[config.mk]
export PLATFORM = sky130hd
export DESIGN_NAME = exit_status_table_oldest_evict_core
export DESIGN_NICKNAME = d
export VERILOG_FILES = /design/src/rtl/esto_pkg.sv /design/src/rtl/esto_ctrl.sv /design/src/rtl/esto_dp.sv /design/src/rtl/exit_status_table_oldest_evict_core.sv
export SDC_FILE = /design/constraint.sdc
export NUM_CORES = 2
export LEC_CHECK = 0
export ABC_AREA = 1
export BUFFER_PORTS_ARGS = -buffer_cell sky130_fd_sc_hd__buf_2
export CAP_MARGIN = 20
export CORE_ASPECT_RATIO = 0.6
export CORE_MARGIN = 8
export CORE_UTILIZATION = 30
export CTS_BUF_LIST = sky130_fd_sc_hd__clkbuf_2
export CTS_CLUSTER_SIZE = 40
export DETAILED_ROUTE_END_ITERATION = 8
export REMOVE_ABC_BUFFERS = 1
export SYNTH_ARGS = -nofsm -noshare
export SYNTH_HDL_FRONTEND = slang
export SYNTH_SLANG_ARGS = --single-unit
[constraint.sdc]
create_clock -name clock -period 28.8 [get_ports clock]
set_input_delay 5.76 -clock clock [delete_from_list [all_inputs] [get_ports clock]]
set_output_delay 5.76 -clock clock [all_outputs]
set_load 0.05 [all_outputs]
[src/rtl/esto_pkg.sv]
// ----------------------------------------------------------------------------
// esto_pkg
// Shared sizes and controller/datapath command and status types for the
// exit status table with oldest-entry replacement.
// ----------------------------------------------------------------------------
`default_nettype none

package esto_pkg;

   // table geometry
   localparam int TABLE_DEPTH = 16;
   localparam int IDX_W       = $clog2(TABLE_DEPTH);

   // field widths
   localparam int PID_W    = 31;
   localparam int STATUS_W = 32;
   localparam int TIME_W   = 32;

   // request kinds
   localparam logic REQ_RECORD = 1'b0;
   localparam logic REQ_QUERY  = 1'b1;

   // result codes
   localparam logic RES_OK       = 1'b0;
   localparam logic RES_NOTFOUND = 1'b1;

   // controller to datapath
   typedef struct packed {
      logic load_req;
      logic query;
      logic scan_step;
      logic evict;
      logic insert;
      logic load_rsp;
   } cmd_type;

   // datapath to controller
   typedef struct packed {
      logic is_query;
      logic full;
      logic scan_last;
      logic rsp_busy;
   } stat_type;

endpackage

`default_nettype wire

[src/rtl/esto_ctrl.sv]
// ----------------------------------------------------------------------------
// esto_ctrl
// Sequencer: lookup, oldest-entry scan when full, evict, insert and
// hand-off of the result beat to the output register.
// ----------------------------------------------------------------------------
`default_nettype none

module esto_ctrl
   import esto_pkg::*;
(
   input  wire logic     clock,
   input  wire logic     reset,
   input  wire logic     req_valid,
   output logic          req_stall,
   input  wire stat_type stat,
   output cmd_type       cmd
);

   typedef enum logic [5:0] {
      ST_IDLE   = 6'b000001,
      ST_LOOKUP = 6'b000010,
      ST_SCAN   = 6'b000100,
      ST_EVICT  = 6'b001000,
      ST_INSERT = 6'b010000,
      ST_RESP   = 6'b100000
   } state_type;

   state_type state_ff;
   state_type state_in;

   // only take a beat when idle
   assign req_stall = (state_ff != ST_IDLE);

   // next state and commands
   always_comb begin
      state_in = state_ff;
      cmd      = '0;
      unique case (state_ff)
         ST_IDLE: begin
            if (req_valid) begin
               cmd.load_req = 1'b1;
               state_in     = ST_LOOKUP;
            end
         end
         ST_LOOKUP: begin
            if (stat.is_query) begin
               cmd.query = 1'b1;
               state_in  = ST_RESP;
            end else if (stat.full) begin
               state_in = ST_SCAN;
            end else begin
               state_in = ST_INSERT;
            end
         end
         ST_SCAN: begin
            cmd.scan_step = 1'b1;
            if (stat.scan_last) begin
               state_in = ST_EVICT;
            end
         end
         ST_EVICT: begin
            cmd.evict = 1'b1;
            state_in  = ST_INSERT;
         end
         ST_INSERT: begin
            cmd.insert = 1'b1;
            state_in   = ST_RESP;
         end
         ST_RESP: begin
            if (!stat.rsp_busy) begin
               cmd.load_rsp = 1'b1;
               state_in     = ST_IDLE;
            end
         end
         default: begin
            state_in = ST_IDLE;
         end
      endcase
   end

   // state register
   always_ff @(posedge clock) begin
      if (reset) begin
         state_ff <= ST_IDLE;
      end else begin
         state_ff <= state_in;
      end
   end

endmodule

`default_nettype wire

[src/rtl/esto_dp.sv]
// ----------------------------------------------------------------------------
// esto_dp
// Table storage, parallel key match, free-slot pick, one-entry-per-cycle
// oldest scan, result register and output register.
// ----------------------------------------------------------------------------
`default_nettype none

module esto_dp
   import esto_pkg::*;
(
   input  wire logic                       clock,
   input  wire logic                       reset,
   input  wire logic                       req_req_type,
   input  wire logic [PID_W-1:0]           req_pid,
   input  wire logic signed [STATUS_W-1:0] req_exit_status,
   input  wire logic [TIME_W-1:0]          req_timestamp,
   output logic                            rsp_valid,
   input  wire logic                       rsp_stall,
   output logic                            rsp_result_code,
   output logic signed [STATUS_W-1:0]      rsp_status_out,
   output logic                            rsp_evicted,
   input  wire cmd_type                    cmd,
   output stat_type                        stat
);

   // captured request
   logic                       req_type_ff;
   logic [PID_W-1:0]           key_ff;
   logic signed [STATUS_W-1:0] new_status_ff;
   logic [TIME_W-1:0]          new_time_ff;

   // table
   logic [TABLE_DEPTH-1:0]     valid_ff;
   logic [PID_W-1:0]           pid_ff    [TABLE_DEPTH];
   logic [TIME_W-1:0]          time_ff   [TABLE_DEPTH];
   logic signed [STATUS_W-1:0] status_ff [TABLE_DEPTH];

   // oldest scan
   logic [IDX_W-1:0]           scan_idx_ff;
   logic [IDX_W-1:0]           best_idx_ff;
   logic [TIME_W-1:0]          best_time_ff;
   logic [PID_W-1:0]           best_pid_ff;

   // pending result
   logic                       res_code_ff;
   logic signed [STATUS_W-1:0] res_status_ff;
   logic                       res_evicted_ff;

   // output register
   logic                       rsp_valid_ff;
   logic                       rsp_valid_in;
   logic                       rsp_code_ff;
   logic signed [STATUS_W-1:0] rsp_status_ff;
   logic                       rsp_evicted_ff;

   logic [TABLE_DEPTH-1:0]     match;
   logic                       hit;
   logic [IDX_W-1:0]           hit_idx;
   logic                       full;
   logic [IDX_W-1:0]           free_idx;
   logic [TIME_W-1:0]          cur_time;
   logic [PID_W-1:0]           cur_pid;
   logic                       older;

   // key match and lowest free slot
   always_comb begin
      hit_idx  = '0;
      free_idx = '0;
      for (int i = TABLE_DEPTH - 1; i >= 0; i--) begin
         match[i] = valid_ff[i] && (pid_ff[i] == key_ff);
         if (match[i]) begin
            hit_idx = IDX_W'(i);
         end
         if (!valid_ff[i]) begin
            free_idx = IDX_W'(i);
         end
      end
   end

   assign hit  = |match;
   assign full = &valid_ff;

   // oldest compare: least time, then smaller pid
   assign cur_time = time_ff[scan_idx_ff];
   assign cur_pid  = pid_ff[scan_idx_ff];
   assign older    = (scan_idx_ff == '0) || (cur_time < best_time_ff) ||
                     ((cur_time == best_time_ff) && (cur_pid < best_pid_ff));

   // status to controller
   assign stat.is_query  = (req_type_ff == REQ_QUERY);
   assign stat.full      = full;
   assign stat.scan_last = (scan_idx_ff == IDX_W'(TABLE_DEPTH - 1));
   assign stat.rsp_busy  = rsp_valid_ff && rsp_stall;

   // request capture
   always_ff @(posedge clock) begin
      if (cmd.load_req) begin
         req_type_ff   <= req_req_type;
         key_ff        <= req_pid;
         new_status_ff <= req_exit_status;
         new_time_ff   <= req_timestamp;
      end
   end

   // entry valid bits
   always_ff @(posedge clock) begin
      if (reset) begin
         valid_ff <= '0;
      end else begin
         if (cmd.query && hit) begin
            valid_ff[hit_idx] <= 1'b0;
         end else if (cmd.evict) begin
            valid_ff[best_idx_ff] <= 1'b0;
         end else if (cmd.insert && !hit && !full) begin
            valid_ff[free_idx] <= 1'b1;
         end
      end
   end

   // entry payload
   always_ff @(posedge clock) begin
      if (cmd.insert && !hit && !full) begin
         pid_ff[free_idx]    <= key_ff;
         time_ff[free_idx]   <= new_time_ff;
         status_ff[free_idx] <= new_status_ff;
      end
   end

   // scan counter and best candidate
   always_ff @(posedge clock) begin
      if (reset) begin
         scan_idx_ff <= '0;
      end else if (cmd.load_req) begin
         scan_idx_ff <= '0;
      end else if (cmd.scan_step) begin
         scan_idx_ff <= scan_idx_ff + IDX_W'(1);
      end
   end

   always_ff @(posedge clock) begin
      if (cmd.scan_step && older) begin
         best_idx_ff  <= scan_idx_ff;
         best_time_ff <= cur_time;
         best_pid_ff  <= cur_pid;
      end
   end

   // result build-up
   always_ff @(posedge clock) begin
      if (cmd.load_req) begin
         res_code_ff    <= RES_OK;
         res_status_ff  <= '0;
         res_evicted_ff <= 1'b0;
      end else if (cmd.query) begin
         if (hit) begin
            res_status_ff <= status_ff[hit_idx];
         end else begin
            res_code_ff <= RES_NOTFOUND;
         end
      end else if (cmd.evict) begin
         res_evicted_ff <= 1'b1;
      end
   end

   // output register
   assign rsp_valid_in = cmd.load_rsp || (rsp_valid_ff && rsp_stall);

   always_ff @(posedge clock) begin
      if (reset) begin
         rsp_valid_ff <= 1'b0;
      end else begin
         rsp_valid_ff <= rsp_valid_in;
      end
   end

   always_ff @(posedge clock) begin
      if (cmd.load_rsp) begin
         rsp_code_ff    <= res_code_ff;
         rsp_status_ff  <= res_status_ff;
         rsp_evicted_ff <= res_evicted_ff;
      end
   end

   assign rsp_valid       = rsp_valid_ff;
   assign rsp_result_code = rsp_code_ff;
   assign rsp_status_out  = rsp_status_ff;
   assign rsp_evicted     = rsp_evicted_ff;

endmodule

`default_nettype wire

[src/rtl/exit_status_table_oldest_evict_core.sv]
// Path, accept to rsp_valid: a query passes LOOKUP and RESP, a record into a
// table with a free slot LOOKUP, INSERT and RESP, and a record into a full table
// LOOKUP, SCAN over every entry, EVICT, INSERT and RESP. One item at a time; the
// full-table path is set by the oldest-entry scan, which reads one table entry per cycle.
// The next beat is taken while a result still waits in the output register.
// Synchronous reset empties the table (valid bits only) and idles the sequencer.
`default_nettype none

// ----------------------------------------------------------------------------
// exit_status_table_oldest_evict_core
// Exit status table keyed by pid: record with oldest-entry replacement when
// full, query with removal on hit.
// ----------------------------------------------------------------------------
module exit_status_table_oldest_evict_core
   import esto_pkg::*;
(
   input  wire logic                       clock,
   input  wire logic                       reset,
   input  wire logic                       req_valid,
   output logic                            req_stall,
   input  wire logic                       req_req_type,
   input  wire logic [PID_W-1:0]           req_pid,
   input  wire logic signed [STATUS_W-1:0] req_exit_status,
   input  wire logic [TIME_W-1:0]          req_timestamp,
   output logic                            rsp_valid,
   input  wire logic                       rsp_stall,
   output logic                            rsp_result_code,
   output logic signed [STATUS_W-1:0]      rsp_status_out,
   output logic                            rsp_evicted
);

   cmd_type  cmd;
   stat_type stat;

   // sequencer
   esto_ctrl u_ctrl (
      .clock     (clock),
      .reset     (reset),
      .req_valid (req_valid),
      .req_stall (req_stall),
      .stat      (stat),
      .cmd       (cmd)
   );

   // table and result path
   esto_dp u_dp (
      .clock           (clock),
      .reset           (reset),
      .req_req_type    (req_req_type),
      .req_pid         (req_pid),
      .req_exit_status (req_exit_status),
      .req_timestamp   (req_timestamp),
      .rsp_valid       (rsp_valid),
      .rsp_stall       (rsp_stall),
      .rsp_result_code (rsp_result_code),
      .rsp_status_out  (rsp_status_out),
      .rsp_evicted     (rsp_evicted),
      .cmd             (cmd),
      .stat            (stat)
   );

endmodule

`default_nettype wire

==> impl_metrics.py <==
metrics = {
    "timing": {
        "finalSetupTns_ns": 0,
        "skew_ns": 0.266,
        "layout_setup_ws_ns": 20.22,
        "fin_hold_ws_ns": 0.414,
        "slew_violations": 0,
        "finalSetupViolCount": 0,
        "fin_crit_sh_pct": 29.8,
        "rsz0062_at_grt": "no",
        "max_slew.worst_pin.slew_ns": 1.34,
        "max_freq_mhz": 116,
        "slew_headroom_pct": 10.4,
        "post-route-min-period_ns": 8.58,
        "finalHoldViolations": 0,
    },
    "yosys": {
        "syn_area_um2": 77900,
        "synthFlopType": "edfxtp_1",
        "syn_inst": 6960,
        "ys_top_cells_by_area": "edfxtp_1 (66%), nand2_1 (5.1%), o21ai_0 (4.1%)",
        "synthArstFlopShare_pct": 0,
        "ys_seq_area_share_pct": 67.8,
        "ys_ff_latch": 1782,
        "yosysWarnings": 0,
        "synth_top_area_share_pct": 66.1,
        "netlist-cell-type-count": 55,
        "synth_edf_count": 1717,
        "synth_top_area_cell": "edfxtp_1",
        "syn_avg_cell_area_um2": 11.2,
    },
    "floorplan": {
        "start_util_pct": 30.1,
        "core_area_um2": 259000,
        "die_area_um2": 277000,
        "die_w_um": 674,
        "io_pins": 136,
        "fp-row-count": 145,
        "die_h_um": 411,
    },
    "global_route": {
        "grt_pass1_vias": 54505,
        "grt.total_usage_pct": 19.6,
        "grt_pass1_wl_um": 399000,
        "grt_overflow_total": 0,
        "antenna_found_initial": 23,
        "grt_max_degree": 198,
    },
    "finish": {
        "final_area_um2": 86100,
        "seq_area_um2": 52900,
        "nFillCells": 26139,
        "areaGrowthSynthToFinish_pct": 10.4,
        "final_cells": 10989,
        "fin_nets": 7386,
        "multi_input_area_um2": 20800,
        "drive_gt1_share_pct": 13.3,
    },
    "power_and_ir_drop": {
        "leakage_uw": 0.0317,
        "ir_drop_mv": 0.0447,
        "power_density_nw_per_um2": 61.7,
    },
    "critical_path": {
        "cp-end-kind": "output pin",
        "rrSetupSlack_ns": 21.23,
        "crit_arrival_ns": 2.82,
        "reg2reg_depth": 34,
        "worst_ep_required_time_ns": 23.04,
        "crit_type": "reg -> out",
        "worstPathMaxFanout": 4,
        "start_kind": "flop",
        "timing.rr.start": "u_dp.key_ff[21]",
        "r2r-end": "u_dp.res_status_ff[20]",
    },
    "clock_tree": {
        "clk_latency_ns": 1.68,
        "cts_tree": "done",
        "cts_hold_buf": 0,
        "cts-root-buf": "clkbuf_2",
        "h-tree-depth": 5,
        "clk_pin_slew_worst_paths_ns": 0.11,
        "numCtsBuffers": 397,
        "numClockSinks": 1782,
        "postCtsSetupRepairBufs": 0,
        "post_cts_resized": 0,
        "clock_path_buffers": 4,
    },
    "outcome": {
        "run_status": "finished, final reports clean",
    },
    "hold_path": {
        "worstHoldPathType": "reg -> reg",
        "hold_path_depth": 0,
        "hold_end": "u_dp.rsp_status_out[7]",
        "hold_start": "u_dp.res_status_ff[7]",
    },
    "detailed_routing": {
        "first_pass_iters": 9,
        "drc": 0,
        "via_count": 57875,
        "wire_per_inst_um": 25.8,
        "vias_per_cell": 5.27,
        "ant_nets": 0,
        "drt_iter0_drc": 8130,
        "drt-total-wl_um": 284000,
    },
    "place": {
        "dpl.hpwl_um": 174000,
        "dpl_cell_area_um2": 82400,
        "portBuffers": 135,
        "gp_congestion": 0.960,
        "post-place-cells": 10276,
        "place_worst_setup_slack_ns": 20.46,
    },
    "run": {
        "drv_cap": 0,
    },
}
## area by class of cell
cell class | instances | area share, %
well taps | 3454 | 5.02
clock buffers | 601 | 3.50
multi-input cells | 4049 | 24.1
clock inverters | 108 | 0.743
repair buffers | 268 | 2.00
flip-flops and latches | 1782 | 61.4
diodes | 3 | 0.00872
inverters | 724 | 3.18
## report_power, final
group          total, uW  switching, uW  internal (uW)
registers           3100           96.6           3010
logic                525            425           99.9
clock network       1680           1060            618
total               5310           1580           3730
## stage by stage
step	total power (uW)	utilization (%)
6_report	5310	33.2
4_1_cts	5320	33.2
2_1_floorplan	3340	-
3_3_place_gp	3660	31.8
3_5_place_dp	3660	31.8
5_1_grt	5490	33.2
## cell families (layout without fill, tap and decap cells)
group | count (synthesis) | in the layout | synth area share, %
compound gates | 1279 | 1279 | 9.70
xor+xnor | 137 | 137 | 1.54
fa+ha+maj | 64 | 64 | 1.03
buf+inv | 1129 | 1701 | 5.85
flops | 1782 | 1782 | 67.8
other cells | 0 | 3 | 0
simple gates | 2569 | 2569 | 14.1
## how the worst max path moves through the flow
stage                             startpoint                   end  cells past startpoint
after floorplan                         flop   u_dp.best_idx_ff[0]                     14
after global placement             rsp_stall  u_dp.new_time_ff[11]                      8
after detailed placement           rsp_stall       u_dp.key_ff[27]                      8
after CTS                 u_ctrl.state_ff[5]             req_stall                      5
after global routing      u_ctrl.state_ff[2]             req_stall                      5
final                     u_ctrl.state_ff[2]             req_stall                      5
## synthesized netlist by cell type (105+ instances only)
cell type / n
clkbuf_1: 225
inv_1: 700
o22ai_1: 105
o21ai_0: 641
nand3_1: 324
edfxtp_1: 1717
nand2_1: 1054
nor2_1: 827
o221ai_1: 141
a21oi_1: 221
buf_2: 113
nand4_1: 219
## layer usage
metal / vias to the layer above / GRT usage, % / routed length, um
met1: 28575 / 29.5 / 127000
met3: 441 / 6.26 / 36200
li1: 25383 / - / -
met4: 6 / 4.75 / 6250
met2: 3470 / 26.9 / 114000
met5: - / 0 / 34
## sequential cells by signal (all words and copies together) (netlist names), named ones only
signal                cells
u_ctrl.state_ff           6
u_dp.best_idx_ff          4
u_dp.best_pid_ff         31
u_dp.best_time_ff        32
u_dp.key_ff              31
u_dp.new_status_ff       32
u_dp.new_time_ff         32
u_dp.pid_ff             496
u_dp.req_type_ff          1
u_dp.res_code_ff          1
u_dp.res_evicted_ff       1
u_dp.res_status_ff       32
u_dp.rsp_evicted          1
u_dp.rsp_result_code      1
u_dp.rsp_status_out      32
u_dp.rsp_valid            1
u_dp.scan_idx_ff          4
u_dp.status_ff          512
u_dp.time_ff            512
u_dp.valid_ff            16
## worst max-delay path: stages (launching register included)
cell and delay (ns):
dfxtp_1 0.35, nor2_1 0.20, inv_1 0.09, nor4_1 0.24
inv_1 0.16, buf_2 0.24
## cells in the final DEF (no fill, tap or decap), drive strengths merged, types with 7 or more instances in the layout
master,count
edfxtp,1717
nand2,1058
nor2,828
inv,731
o21ai,646
clkbuf,601
nand3,325
buf,268
nand4,221
a21oi,221
o221ai,141
o22ai,105
clkinv,93
o211ai,83
xnor2,69
xor2,68
dfxtp,65
ha,64
o2111ai,46
nor4,41
nor3,40
or2,37
bufinv,7
No activity file was read; power rests on OpenSTA's default activity.
